## src/rtl/cfsc_pkg.sv

```systemverilog
// ----------------------------------------------------------------------------
// cfsc_pkg
// Shared types and constants of the command frame sender.
// ----------------------------------------------------------------------------
package cfsc_pkg;

  // Input item kinds, carried on s_axis_tuser
  localparam logic [1:0] FuncHdr  = 2'd0;
  localparam logic [1:0] FuncByte = 2'd1;
  localparam logic [1:0] FuncPoll = 2'd2;

  // Result kinds, carried on m_axis_tuser
  localparam logic [1:0] KindWord = 2'd0;
  localparam logic [1:0] KindDone = 2'd1;
  localparam logic [1:0] KindTout = 2'd2;

  localparam logic [15:0] MagicWord      = 16'hABCD;
  localparam logic [15:0] SizeBase       = 16'd16;
  localparam logic [15:0] PollLimitReset = 16'hFFFF;

  // Register map (index of the register, byte address is 4 * index)
  localparam logic RegPollLimit = 1'b0;

  localparam int unsigned QueueDepth = 2;

  // Header word sequence: magic, cmd, size, token halves, argument halves, sum
  localparam logic [3:0] StepLastArg = 4'd10;
  localparam logic [3:0] StepHdrSum  = 4'd11;
  localparam logic [3:0] StepWordSum = 4'd1;

  typedef enum logic [1:0] {
    OP_HDR  = 2'd0,
    OP_WORD = 2'd1,
    OP_DONE = 2'd2,
    OP_TOUT = 2'd3
  } op_e;

  // Command handed from the front to the back through the queue
  typedef struct packed {
    op_e         op;
    logic        fin;     // close the frame with the checksum word
    logic [15:0] word;    // packed payload word
    logic [7:0]  cmd_id;
    logic [15:0] size;
    logic [31:0] seed;
    logic [31:0] arg0;
    logic [31:0] arg1;
    logic [31:0] arg2;
  } cmd_t;

  typedef enum logic [2:0] {
    PH_IDLE    = 3'b001,
    PH_PAYLOAD = 3'b010,
    PH_POLL    = 3'b100
  } phase_e;

endpackage

```

## src/rtl/cfsc_front.sv

```systemverilog
// ----------------------------------------------------------------------------
// cfsc_front
// Accepts input items, tracks the frame phase and issues commands.
// ----------------------------------------------------------------------------
module cfsc_front (
  input  logic                clk_i,
  input  logic                rst_ni,
  input  logic                accept_i,
  input  logic [1:0]          func_i,
  input  logic [7:0]          cmd_id_i,
  input  logic [31:0]         arg0_i,
  input  logic [31:0]         arg1_i,
  input  logic [31:0]         arg2_i,
  input  logic [11:0]         buf_len_i,
  input  logic [31:0]         token_seed_i,
  input  logic [7:0]          data_byte_i,
  input  logic [31:0]         token_read_i,
  input  logic [15:0]         poll_limit_i,
  output logic                push_o,
  output cfsc_pkg::cmd_t      push_cmd_o
);

  cfsc_pkg::phase_e phase_q, phase_d;
  logic [11:0] bytes_left_q, bytes_left_d;
  logic [7:0]  held_byte_q, held_byte_d;
  logic        have_held_q, have_held_d;
  logic [31:0] expected_q, expected_d;
  logic [15:0] polls_left_q, polls_left_d;

  logic [12:0] len_even;
  logic [11:0] bytes_next;

  assign len_even   = ({1'b0, buf_len_i} + {12'd0, buf_len_i[0]}) & 13'h1FFE;
  assign bytes_next = bytes_left_q - 12'd1;

  always_comb begin
    phase_d      = phase_q;
    bytes_left_d = bytes_left_q;
    held_byte_d  = held_byte_q;
    have_held_d  = have_held_q;
    expected_d   = expected_q;
    polls_left_d = polls_left_q;
    push_o       = 1'b0;

    push_cmd_o        = '0;
    push_cmd_o.op     = cfsc_pkg::OP_HDR;
    push_cmd_o.cmd_id = cmd_id_i;
    push_cmd_o.size   = cfsc_pkg::SizeBase + {3'd0, len_even};
    push_cmd_o.seed   = token_seed_i;
    push_cmd_o.arg0   = arg0_i;
    push_cmd_o.arg1   = arg1_i;
    push_cmd_o.arg2   = arg2_i;

    if (accept_i) begin
      if (func_i == cfsc_pkg::FuncHdr && phase_q == cfsc_pkg::PH_IDLE) begin
        push_o         = 1'b1;
        push_cmd_o.fin = (buf_len_i == 12'd0);
        expected_d     = {token_seed_i[15:0], token_seed_i[31:16]};
        bytes_left_d   = buf_len_i;
        have_held_d    = 1'b0;
        held_byte_d    = 8'd0;
        if (buf_len_i == 12'd0) begin
          phase_d      = cfsc_pkg::PH_POLL;
          polls_left_d = poll_limit_i;
        end else begin
          phase_d = cfsc_pkg::PH_PAYLOAD;
        end
      end else if (func_i == cfsc_pkg::FuncByte && phase_q == cfsc_pkg::PH_PAYLOAD) begin
        bytes_left_d = bytes_next;
        if (have_held_q) begin
          push_o          = 1'b1;
          push_cmd_o.op   = cfsc_pkg::OP_WORD;
          push_cmd_o.word = {held_byte_q, data_byte_i};
          push_cmd_o.fin  = (bytes_next == 12'd0);
          have_held_d     = 1'b0;
          held_byte_d     = 8'd0;
        end else if (bytes_next == 12'd0) begin
          push_o          = 1'b1;
          push_cmd_o.op   = cfsc_pkg::OP_WORD;
          push_cmd_o.word = {data_byte_i, 8'd0};
          push_cmd_o.fin  = 1'b1;
        end else begin
          held_byte_d = data_byte_i;
          have_held_d = 1'b1;
        end
        if (push_cmd_o.fin) begin
          phase_d      = cfsc_pkg::PH_POLL;
          polls_left_d = poll_limit_i;
        end
      end else if (func_i == cfsc_pkg::FuncPoll && phase_q == cfsc_pkg::PH_POLL) begin
        if (token_read_i == expected_q) begin
          push_o        = 1'b1;
          push_cmd_o.op = cfsc_pkg::OP_DONE;
          phase_d       = cfsc_pkg::PH_IDLE;
        end else if (polls_left_q <= 16'd1) begin
          push_o        = 1'b1;
          push_cmd_o.op = cfsc_pkg::OP_TOUT;
          polls_left_d  = 16'd0;
          phase_d       = cfsc_pkg::PH_IDLE;
        end else begin
          polls_left_d = polls_left_q - 16'd1;
        end
      end
    end
  end

  always_ff @(posedge clk_i or negedge rst_ni) begin
    if (!rst_ni) begin
      phase_q      <= cfsc_pkg::PH_IDLE;
      bytes_left_q <= 12'd0;
      held_byte_q  <= 8'd0;
      have_held_q  <= 1'b0;
      expected_q   <= 32'd0;
      polls_left_q <= 16'd0;
    end else begin
      phase_q      <= phase_d;
      bytes_left_q <= bytes_left_d;
      held_byte_q  <= held_byte_d;
      have_held_q  <= have_held_d;
      expected_q   <= expected_d;
      polls_left_q <= polls_left_d;
    end
  end

endmodule

```

## src/rtl/cfsc_queue.sv

```systemverilog
// ----------------------------------------------------------------------------
// cfsc_queue
// Small first-in first-out queue of commands between front and back.
// ----------------------------------------------------------------------------
module cfsc_queue #(
  parameter int unsigned Depth = cfsc_pkg::QueueDepth
) (
  input  logic           clk_i,
  input  logic           rst_ni,
  input  logic           push_i,
  input  cfsc_pkg::cmd_t push_cmd_i,
  output logic           full_o,
  input  logic           pop_i,
  output cfsc_pkg::cmd_t head_o,
  output logic           head_valid_o
);

  localparam int unsigned PtrW = (Depth > 1) ? $clog2(Depth) : 1;
  localparam int unsigned CntW = $clog2(Depth + 1);

  cfsc_pkg::cmd_t slot_q [Depth];
  logic [PtrW-1:0] wr_ptr_q, rd_ptr_q;
  logic [CntW-1:0] count_q;
  logic            do_push, do_pop;

  assign full_o       = (count_q == CntW'(Depth));
  assign head_valid_o = (count_q != '0);
  assign head_o       = slot_q[rd_ptr_q];
  assign do_push      = push_i && !full_o;
  assign do_pop       = pop_i && head_valid_o;

  always_ff @(posedge clk_i) begin
    if (do_push) begin
      slot_q[wr_ptr_q] <= push_cmd_i;
    end
  end

  always_ff @(posedge clk_i or negedge rst_ni) begin
    if (!rst_ni) begin
      wr_ptr_q <= '0;
      rd_ptr_q <= '0;
      count_q  <= '0;
    end else begin
      if (do_push) begin
        wr_ptr_q <= (wr_ptr_q == PtrW'(Depth - 1)) ? '0 : wr_ptr_q + 1'b1;
      end
      if (do_pop) begin
        rd_ptr_q <= (rd_ptr_q == PtrW'(Depth - 1)) ? '0 : rd_ptr_q + 1'b1;
      end
      if (do_push && !do_pop) begin
        count_q <= count_q + 1'b1;
      end else if (do_pop && !do_push) begin
        count_q <= count_q - 1'b1;
      end
    end
  end

endmodule

```

## src/rtl/cfsc_back.sv

```systemverilog
// ----------------------------------------------------------------------------
// cfsc_back
// Expands commands into bus words, keeps the checksum, drives the output.
// ----------------------------------------------------------------------------
module cfsc_back (
  input  logic           clk_i,
  input  logic           rst_ni,
  input  cfsc_pkg::cmd_t head_i,
  input  logic           head_valid_i,
  output logic           pop_o,
  output logic           out_valid_o,
  input  logic           out_ready_i,
  output logic [15:0]    out_word_o,
  output logic [1:0]     out_kind_o,
  output logic           out_last_o
);

  logic [3:0]  step_q, step_d;
  logic [15:0] sum_q, sum_d;
  logic        valid_q, valid_d;
  logic [15:0] word_q, word_d;
  logic [1:0]  kind_q, kind_d;
  logic        last_q, last_d;
  logic        emit, final_step, is_sum;

  assign emit = head_valid_i && (!valid_q || out_ready_i);

  always_comb begin
    word_d     = word_q;
    kind_d     = kind_q;
    last_d     = last_q;
    sum_d      = sum_q;
    final_step = 1'b0;
    is_sum     = 1'b0;

    case (head_i.op)
      cfsc_pkg::OP_HDR: begin
        final_step = head_i.fin ? (step_q == cfsc_pkg::StepHdrSum)
                                : (step_q == cfsc_pkg::StepLastArg);
        is_sum     = (step_q == cfsc_pkg::StepHdrSum);
      end
      cfsc_pkg::OP_WORD: begin
        final_step = head_i.fin ? (step_q == cfsc_pkg::StepWordSum) : (step_q == 4'd0);
        is_sum     = (step_q == cfsc_pkg::StepWordSum);
      end
      default: begin
        final_step = 1'b1;
      end
    endcase

    if (emit) begin
      kind_d = cfsc_pkg::KindWord;
      last_d = is_sum;
      case (head_i.op)
        cfsc_pkg::OP_HDR: begin
          case (step_q)
            4'd0:    word_d = cfsc_pkg::MagicWord;
            4'd1:    word_d = {8'd0, head_i.cmd_id};
            4'd2:    word_d = head_i.size;
            4'd3:    word_d = head_i.seed[15:0];
            4'd4:    word_d = head_i.seed[31:16];
            4'd5:    word_d = head_i.arg0[15:0];
            4'd6:    word_d = head_i.arg0[31:16];
            4'd7:    word_d = head_i.arg1[15:0];
            4'd8:    word_d = head_i.arg1[31:16];
            4'd9:    word_d = head_i.arg2[15:0];
            4'd10:   word_d = head_i.arg2[31:16];
            default: word_d = sum_q;
          endcase
          // Restart the sum on the magic word, add every word up to the args
          if (step_q == 4'd0) begin
            sum_d = 16'd0;
          end else if (!is_sum) begin
            sum_d = sum_q + word_d;
          end
        end
        cfsc_pkg::OP_WORD: begin
          word_d = is_sum ? sum_q : head_i.word;
          if (!is_sum) begin
            sum_d = sum_q + head_i.word;
          end
        end
        cfsc_pkg::OP_DONE: begin
          kind_d = cfsc_pkg::KindDone;
          word_d = 16'd0;
          last_d = 1'b1;
        end
        default: begin
          kind_d = cfsc_pkg::KindTout;
          word_d = 16'd0;
          last_d = 1'b1;
        end
      endcase
    end
  end

  assign pop_o   = emit && final_step;
  assign step_d  = emit ? (final_step ? 4'd0 : step_q + 4'd1) : step_q;
  assign valid_d = emit ? 1'b1 : (out_ready_i ? 1'b0 : valid_q);

  always_ff @(posedge clk_i or negedge rst_ni) begin
    if (!rst_ni) begin
      step_q  <= 4'd0;
      sum_q   <= 16'd0;
      valid_q <= 1'b0;
    end else begin
      step_q  <= step_d;
      sum_q   <= sum_d;
      valid_q <= valid_d;
    end
  end

  always_ff @(posedge clk_i) begin
    word_q <= word_d;
    kind_q <= kind_d;
    last_q <= last_d;
  end

  assign out_valid_o = valid_q;
  assign out_word_o  = word_q;
  assign out_kind_o  = kind_q;
  assign out_last_o  = last_q;

endmodule

```

## src/rtl/command_frame_sender_checksum_unit.sv

```systemverilog
// ----------------------------------------------------------------------------
// command_frame_sender_checksum_unit
// Command frame builder with 16-bit checksum and completion token polling.
// ----------------------------------------------------------------------------
// A header item produces a frame of 16-bit words on the output stream: the
// magic word, the command, the padded payload size plus 16, the token halves
// and the argument halves, then payload words built from pairs of payload
// items (high byte first, an odd last byte padded with zero), and a closing
// checksum word marked with tlast. Poll items are then compared against the
// swapped seed; a match gives a done result, and running out of poll_limit
// polls gives a timeout result, both with tlast. Items that do not fit the
// current phase are dropped without a result. The input side accepts one
// item per cycle while the command queue (QUEUE_DEPTH entries) has room; the
// output side gives one word per cycle while m_axis_tready is high, so a
// header holds the word sequencer up to its last argument word, or its
// checksum with an empty payload, and payload items sustain one every cycle
// while the sequencer keeps up with one word per two bytes. poll_limit sits
// at byte address 0 and may be rewritten only while idle.
// ----------------------------------------------------------------------------
module command_frame_sender_checksum_unit #(
  parameter int unsigned QUEUE_DEPTH = cfsc_pkg::QueueDepth
) (
  input  logic         clk_i,
  input  logic         rst_ni,
  // Input stream
  input  logic         s_axis_tvalid,
  output logic         s_axis_tready,
  // tdata: cmd_id[7:0], arg0[39:8], arg1[71:40], arg2[103:72],
  //        buf_len[115:104], token_seed[147:116], data_byte[155:148],
  //        token_read[187:156], zero pad[191:188]
  input  logic [191:0] s_axis_tdata,
  // tuser: func[1:0]
  input  logic [1:0]   s_axis_tuser,
  // Output stream
  output logic         m_axis_tvalid,
  input  logic         m_axis_tready,
  // tdata: out_word[15:0]
  output logic [15:0]  m_axis_tdata,
  // tuser: out_kind[1:0]
  output logic [1:0]   m_axis_tuser,
  output logic         m_axis_tlast,
  // Configuration port
  input  logic         psel,
  input  logic         penable,
  input  logic         pwrite,
  input  logic [2:0]   paddr,
  input  logic [31:0]  pwdata,
  output logic [31:0]  prdata,
  output logic         pready
);

  logic [15:0]    poll_limit_q;
  logic           accept;
  logic           push, full, pop, head_valid;
  cfsc_pkg::cmd_t push_cmd, head;

  // Configuration: single register, always ready
  assign pready = 1'b1;

  always_ff @(posedge clk_i or negedge rst_ni) begin
    if (!rst_ni) begin
      poll_limit_q <= cfsc_pkg::PollLimitReset;
    end else if (psel && penable && pwrite && pready && paddr[2] == cfsc_pkg::RegPollLimit) begin
      poll_limit_q <= pwdata[15:0];
    end
  end

  assign prdata = (paddr[2] == cfsc_pkg::RegPollLimit) ? {16'd0, poll_limit_q} : 32'd0;

  // Hold off the input only when the queue is full
  assign s_axis_tready = !full;
  assign accept        = s_axis_tvalid && s_axis_tready;

  cfsc_front u_front (
    .clk_i        (clk_i),
    .rst_ni       (rst_ni),
    .accept_i     (accept),
    .func_i       (s_axis_tuser),
    .cmd_id_i     (s_axis_tdata[7:0]),
    .arg0_i       (s_axis_tdata[39:8]),
    .arg1_i       (s_axis_tdata[71:40]),
    .arg2_i       (s_axis_tdata[103:72]),
    .buf_len_i    (s_axis_tdata[115:104]),
    .token_seed_i (s_axis_tdata[147:116]),
    .data_byte_i  (s_axis_tdata[155:148]),
    .token_read_i (s_axis_tdata[187:156]),
    .poll_limit_i (poll_limit_q),
    .push_o       (push),
    .push_cmd_o   (push_cmd)
  );

  cfsc_queue #(
    .Depth (QUEUE_DEPTH)
  ) u_queue (
    .clk_i        (clk_i),
    .rst_ni       (rst_ni),
    .push_i       (push),
    .push_cmd_i   (push_cmd),
    .full_o       (full),
    .pop_i        (pop),
    .head_o       (head),
    .head_valid_o (head_valid)
  );

  cfsc_back u_back (
    .clk_i        (clk_i),
    .rst_ni       (rst_ni),
    .head_i       (head),
    .head_valid_i (head_valid),
    .pop_o        (pop),
    .out_valid_o  (m_axis_tvalid),
    .out_ready_i  (m_axis_tready),
    .out_word_o   (m_axis_tdata),
    .out_kind_o   (m_axis_tuser),
    .out_last_o   (m_axis_tlast)
  );

endmodule

```

## config.mk

```make
export PLATFORM = sky130hd
export DESIGN_NAME = command_frame_sender_checksum_unit
export DESIGN_NICKNAME = d
export VERILOG_FILES = /design/src/rtl/cfsc_pkg.sv /design/src/rtl/cfsc_front.sv /design/src/rtl/cfsc_queue.sv /design/src/rtl/cfsc_back.sv /design/src/rtl/command_frame_sender_checksum_unit.sv
export SDC_FILE = /design/constraint.sdc
export NUM_CORES = 1
export LEC_CHECK = 0
export ABC_AREA = 1
export BUFFER_PORTS_ARGS = -buffer_cell sky130_fd_sc_hd__buf_2
export CAP_MARGIN = 20
export CORE_MARGIN = 1.5
export CORE_UTILIZATION = 35
export DETAILED_ROUTE_END_ITERATION = 10
export MAX_ROUTING_LAYER = met4
export PLACE_DENSITY_LB_ADDON = 0.05
export SLEW_MARGIN = 20
export SYNTH_ARGS = -nofsm -noshare
export SYNTH_HDL_FRONTEND = slang
export SYNTH_HIERARCHICAL = 1
export SYNTH_SLANG_ARGS = --single-unit
export TNS_END_PERCENT = 100
```

## constraint.sdc

```tcl
create_clock -name clk_i -period 9.1 [get_ports clk_i]
set_clock_uncertainty 0.15 [all_clocks]
set_input_delay 0.455 -clock clk_i [delete_from_list [all_inputs] [get_ports clk_i]]
set_output_delay 0.455 -clock clk_i [all_outputs]
set_load 0.02 [all_outputs]
```

# [Word-level counts from Yosys, hierarchy flattened]
# Memories as Yosys holds them, arrays and structs flattened.
# Cells that the tools add are included.
[totals] reg_bits=132 memories=1 mem_bits_rw=338 elab_cells=163
[mem_list] memory="u_queue.slot_q" words=2 word_bits=169 read_ports=1 rd_ports_with_merged_regs=0 wr=1 line="cfsc_queue.sv:21" text="cfsc_pkg::cmd_t slot_q [Depth];"
[classes] eq_ne=26 muxes=70 n_lt_le_gt_ge=1 add_sub_neg=11 n_reduce_logical=37 bitwise_logic=1
[op_table] cell="2-to-1 mux 16 bit" n=15
[op_table] cell="case mux 16 bit (11 select lines)" n=1
[op_table] cell="2-to-1 mux 19 bit" n=5
[op_table] cell="case mux 16 bit (2 select lines)" n=2
[op_table] cell="adder 16 bit" n=2
[op_table] cell="equality test 32 bit" n=1
[op_table] cell="2-to-1 mux 8 bit" n=4
[op_table] cell="logical NOT 12 bit" n=2
[op_table] cell="2-to-1 mux 12 bit" n=2
[op_table] cell="2-to-1 mux 1 bit" n=21
[op_table] cell="2-to-1 mux 3 bit" n=7
[op_table] cell="2-to-1 mux 18 bit" n=1
[op_table] cell="2-to-1 mux 17 bit" n=1
[op_table] cell="equality test 4 x 3 -> 1 bit, second input constant" n=4
[op_table] cell="equality test 4 bit, second input constant" n=4
[op_table] cell="less-or-equal comparator 16 x 1 -> 1 bit, second input constant" n=1
[op_table] cell="subtractor 16 x 1 -> 16 bit, second input constant" n=1
[op_table] cell="adder 5 x 13 -> 14 bit, first input constant" n=1
[op_table] cell="2-to-1 mux 2 bit" n=7
[op_table] cell="adder 12 x 1 -> 13 bit" n=1
[op_table] cell="logical AND 1 bit" n=13
[op_table] cell="subtractor 12 x 1 -> 12 bit, second input constant" n=1
[op_table] cell="nonzero test 2 bit" n=5
[op_table] cell="equality test 4 x 2 -> 1 bit, second input constant" n=2
[op_table] cell="29 further kinds" n=42

# [Depth between registers and ports, before layout]
[depth] depth_word=12 depth_mapped=25 mapped_depth_nobuf=24

# [Hierarchy]
# Netlist, hierarchy kept.
[modules_own_cells] mod="cfsc_queue" instances=1 seq_area_each_um2=10369.9 area_each_um2=12617.1 cells_per_inst=924
[modules_own_cells] mod="cfsc_front" instances=1 seq_area_each_um2=1803.0 area_each_um2=6199.7 cells_per_inst=900
[modules_own_cells] mod="cfsc_back" instances=1 seq_area_each_um2=1096.1 area_each_um2=5016.1 cells_per_inst=803
[modules_own_cells] mod="command_frame_sender_checksum_unit" instances=1 seq_area_each_um2=420.4 area_each_um2=969.7 cells_per_inst=128

# [Worst setup path after synthesis]
# OpenSTA, ideal clock, no wires.
[synth_timing] path_kind="flip-flop to flip-flop" start="register u_front.bytes_left_q[0]" end="memory u_queue/slot_q[1][0] in the netlist's numbering, enable pin" arrival_time_ps=8914 n_path_buf=0 setup_ps=704 path_slack_ps=-669 stages_incl_launch_ff=15 required_time_ps=8246 cell_sequence="dfrtp_1 -> inv_1 -> ha_1 -> nand3_2 -> nor2_1 -> nor2_1 -> nor2_1 -> nand3_2 -> nor2_4 -> nand2_2 -> nand2_1 -> nand2_1 -> a21oi_1 -> o21ai_0 -> nor2_1"
[synth_via] elab_chain_len=10
[synth_lines] element="from (decl)" line="cfsc_front.sv:24" text="logic [11:0] bytes_left_q, bytes_left_d;"
[synth_lines] element="from (signal assigned)" line="cfsc_front.sv:117" text="bytes_left_q <= bytes_left_d;"
[synth_lines] element="subtractor 12 x 1 -> 12 bit" line="cfsc_front.sv:34" text="assign bytes_next = bytes_left_q - 12'd1;"
[synth_lines] element="logical NOT 12 bit" line="cfsc_front.sv:77" text="end else if (bytes_next == 12'd0) begin"
[synth_lines] element="2-to-1 mux 1 bit" line="cfsc_front.sv:77"
[synth_lines] element="2-to-1 mux 1 bit" line="cfsc_front.sv:70" text="if (have_held_q) begin"
[synth_lines] element="2-to-1 mux 1 bit" line="cfsc_front.sv:68" text="end else if (func_i == cfsc_pkg::FuncByte && phase_q == cfsc_pkg::PH_PAYLOAD) begin"
[synth_lines] element="2-to-1 mux 1 bit" line="cfsc_front.sv:55" text="if (func_i == cfsc_pkg::FuncHdr && phase_q == cfsc_pkg::PH_IDLE) begin"
[synth_lines] element="2-to-1 mux 1 bit" line="cfsc_front.sv:54" text="if (accept_i) begin"
[synth_lines] element="net push" line="command_frame_sender_checksum_unit.sv:54" text="logic push, full, pop, head_valid;"
[synth_lines] element="logical AND 1 bit" line="cfsc_queue.sv:29" text="assign do_push = push_i && !full_o;"
[synth_lines] element="2-to-1 mux 1 bit" line="cfsc_queue.sv:33" text="if (do_push) begin"
[synth_lines] element="2-to-1 mux 1 bit (implied by the code)" line="cfsc_queue.sv:34" text="slot_q[wr_ptr_q] <= push_cmd_i;"
[synth_lines] element="to (decl)" line="cfsc_queue.sv:21"
# The timed path passes the listed nets, and every way through them passes these cells.

==> results.toml <==
[global_routing]
grt_pass1_wl_mm = 111
grt_antenna_before_repair = 4
grt_pass1_vias = 18854
track_usage_pct = 20.3
grt_remaining_overflow = 0
grt_max_degree = 87

[synthesis]
synth_seq_cells = 474
yosysMostFrequentCell = "nand2_1"
ys_top_cells_by_count = "nand2_1 (1046), edfxtp_1 (361), inv_1 (203), buf_4 (170), nor2_1 (167)"
synth_warnings = 6
synthArstFlopShare_pct = 23.8
synth_ff_type = "edfxtp_1"
synth_top_area_share_pct = 43.7
syn_avg_cell_area_sq_um = 9.00
ys_types = 55
ys_seq_area_share_pct = 55.2
netlist_area_sq_mm = 0.0248
yosysTopAreaCell = "edfxtp_1"
synth_edf_count = 361
synth.area.top_cells = "edfxtp_1 (44%), nand2_1 (16%), dfrtp_1 (9.7%)"
synthCells = 2755

[setup_path]
cp_max_fo = 66
endpoint_kind = "flip-flop"
worst_ep_arrival_time_ns = 5.14
path_class = "reg2reg"
cp.required_ns = 9.44
startpoint_type = "flip-flop"

[clock_tree]
clock-sinks = 474
clk_latency_ns = 0.64
clockBufferDepth = 3
cts_tree = "built"
cts_resized = 0
cts-root-buf = "clkbuf_16"
htreeDepth = 2
cts_setup_buffers = 0
numCtsBuffers = 55
path_clk_slew_ns = 0.06

[sta]
finalSetupViolCount = 0
maxSlewViolCount = 0
rsz0062_at_grt = "no"
max_freq_mhz = 208
finalSetupTns_ns = 0
post-route-period-util_pct = 52.7
slew_headroom_pct = 29.7
finalCriticalPeriod_ns = 4.80
worst_pin_slew_ns = 1.05
final-hold-violation-count = 0

[min_path]
worstHoldPathType = "in2reg"

[placement]
dpl_cell_area_sq_mm = 0.0258
gp_congestion = 0.881
dp_cells = 3735
portBuffers = 250
hpwl_mm = 50.8

[cells_and_area]
seq_area_sq_mm = 0.0137
multi_input_area_sq_mm = 0.00872
fin_nets = 3291
utilization_pct = 41.8
design_area_sq_mm = 0.0293
finalNonFillerCells = 3997
drive_above_1_share_pct = 14.3
fillers = 7012
area_delta_synth_final_pct = 18.0

[floorplanning]
rows = 97
start_util_pct = 35.4
fp.dieArea_sq_mm = 0.0725
core_sq_mm = 0.0700
die_w_um = 269
die_h_um = 269
io_pins = 290

[detailed_routing]
antenna_left = 0
wl_mm = 72.2
via_count = 18908
firstDrtPassIters = 5
via_per_inst = 4.73
drc_errors = 0
routedWlPerCell_um = 18.1
detail_route.iter0.violations = 1096

[power_and_ir_drop]
p_leak_nw = 13.2
ir_drop_mv = 0.167
power_density_mw_per_mm2 = 166
finalPower_w = 0.00487

[run]
maxCapViolCount = 0

[run_status]
status = "finished, final reports clean"
## worst max-delay path: stages, from the launching register on
cell and delay [ns]:
dfrtp_4 0.58, buf_4 0.52, buf_4 0.73, nand2_1 0.11, nand2_1 0.12, inv_1 0.04, o21ai_0 0.40, a221oi_1 0.10
nand3_1 0.24, nand2_1 0.15, fa_1 0.44, inv_1 0.12, nand3_1 0.07, nand2_1 0.16, nand3_1 0.09, nand2_1 0.12
nand3_1 0.12, nand2_1 0.09, nand2_1 0.05, nand3_1 0.07, nand2_1 0.05, nand2_1 0.05, nand2_1 0.05
## layer usage
| layer | routed length (um) | GRT usage [%] | vias to the layer above |
|---|---|---|---|
| met5 | 0 | - | - |
| met4 | 1350 | 4.76 | 0 |
| met3 | 2880 | 2.48 | 82 |
| met2 | 34500 | 33.1 | 396 |
| met1 | 33400 | 26.9 | 9040 |
| li1 | - | - | 9390 |
## through the flow
step           hold slack [ns]  worst slack (ns)
6_report                0.0362              4.30
5_1_grt                 0.0399              3.85
4_1_cts                0.00245              4.22
3_5_place_dp             0.311              4.23
3_3_place_gp             0.303              4.23
2_1_floorplan          0.00941              2.21
## kinds of logic (layout without fill, tap and decap cells)
| logic type | after synthesis | after routing | synth area share (%) |
|---|---|---|---|
| AND/OR/NAND/NOR | 1443 | 1443 | 24.1 |
| AO/OA/AOI/OAI | 269 | 269 | 6.09 |
| flip-flops | 474 | 474 | 55.2 |
| adder cells (fa/ha/maj) | 47 | 47 | 2.43 |
| buffers and inverters | 462 | 742 | 9.96 |
| other | 3 | 25 | 0.0454 |
| multiplexers | 12 | 12 | 0.545 |
| XOR/XNOR | 45 | 45 | 1.66 |
## worst paths after layout
check | startpoint | to | slack (ns) | cells after the start
max in group asynchronous | rst_ni | u_queue/rd_ptr_q | 7.04 | 3
worst max-delay path | u_queue/rd_ptr_q | u_back/sum_q[14] | 4.30 | 22
min in group asynchronous | rst_ni | u_front/expected_q[31] | 0.29 | 2
worst min-delay path | s_axis_tdata[105] | u_front/bytes_left_q[1] | 0.04 | 3
worst min register to register | poll_limit_q[5] | poll_limit_q[5] | 0.32 | 2
worst max register to register | u_queue/rd_ptr_q | u_back/sum_q[14] | 4.30 | 22
## sequential cells by signal (all words and copies together) (netlist names)
name                  flops
u_front/phase_q           3
u_back/out_last_o         1
u_back/step_q             4
poll_limit_q             16
u_front/polls_left_q     16
u_back/out_valid_o        1
u_front/expected_q       32
u_queue/wr_ptr_q          1
u_back/out_word_o        16
u_queue/slot_q          342
u_back/sum_q             16
u_front/held_byte_q       8
u_back/out_kind_o         2
u_queue/count_q           2
u_queue/rd_ptr_q          1
u_front/have_held_q       1
u_front/bytes_left_q     12
## where the power goes
part           total (W)  switching, W  internal [W]
logic           0.000214      0.000112      0.000102
clock network    0.00230      0.000937       0.00136
registers        0.00236     0.0000112       0.00235
## layout make-up
cell class	count	area share (%)
diodes	4	0.0342
clock buffers	68	5.07
clock inverters	34	1.37
inverters	217	2.82
multi-input cells	1837	29.8
flip-flops and latches	474	46.8
well taps	940	4.02
repair buffers	423	10.1
## cells in the final DEF, fill, tap and decap left out, drive strengths merged, types with 2 or more instances in the layout
master	synthesis	layout
a211oi	8	8
a21o	7	7
a21oi	84	84
a221oi	8	8
a22o	4	4
a31oi	5	5
buf	218	267
bufinv	0	7
clkbuf	27	68
clkinv	1	26
conb	3	21
dfrtp	96	96
dfstp	17	17
diode	0	4
dlygate4sd3	0	156
edfxtp	361	361
fa	2	2
ha	45	45
inv	216	217
mux2	12	12
nand2	1055	1055
nand3	131	131
nand3b	4	4
nand4	53	53
nor2	179	179
nor3	16	16
nor3b	2	2
o211ai	10	10
o21a	4	4
o21ai	124	124
o21bai	4	4
o22ai	7	7
or2	2	2
xnor2	23	23
xor2	22	22
## repair_timing
| action | in CTS | in global routing |
|---|---|---|
| hold buffers | 156 | 0 |
| hold endpoints to repair | 360 | 0 |
| setup endpoints to repair | 0 | 0 |
Note: power is estimated with default switching activity, not from simulation.
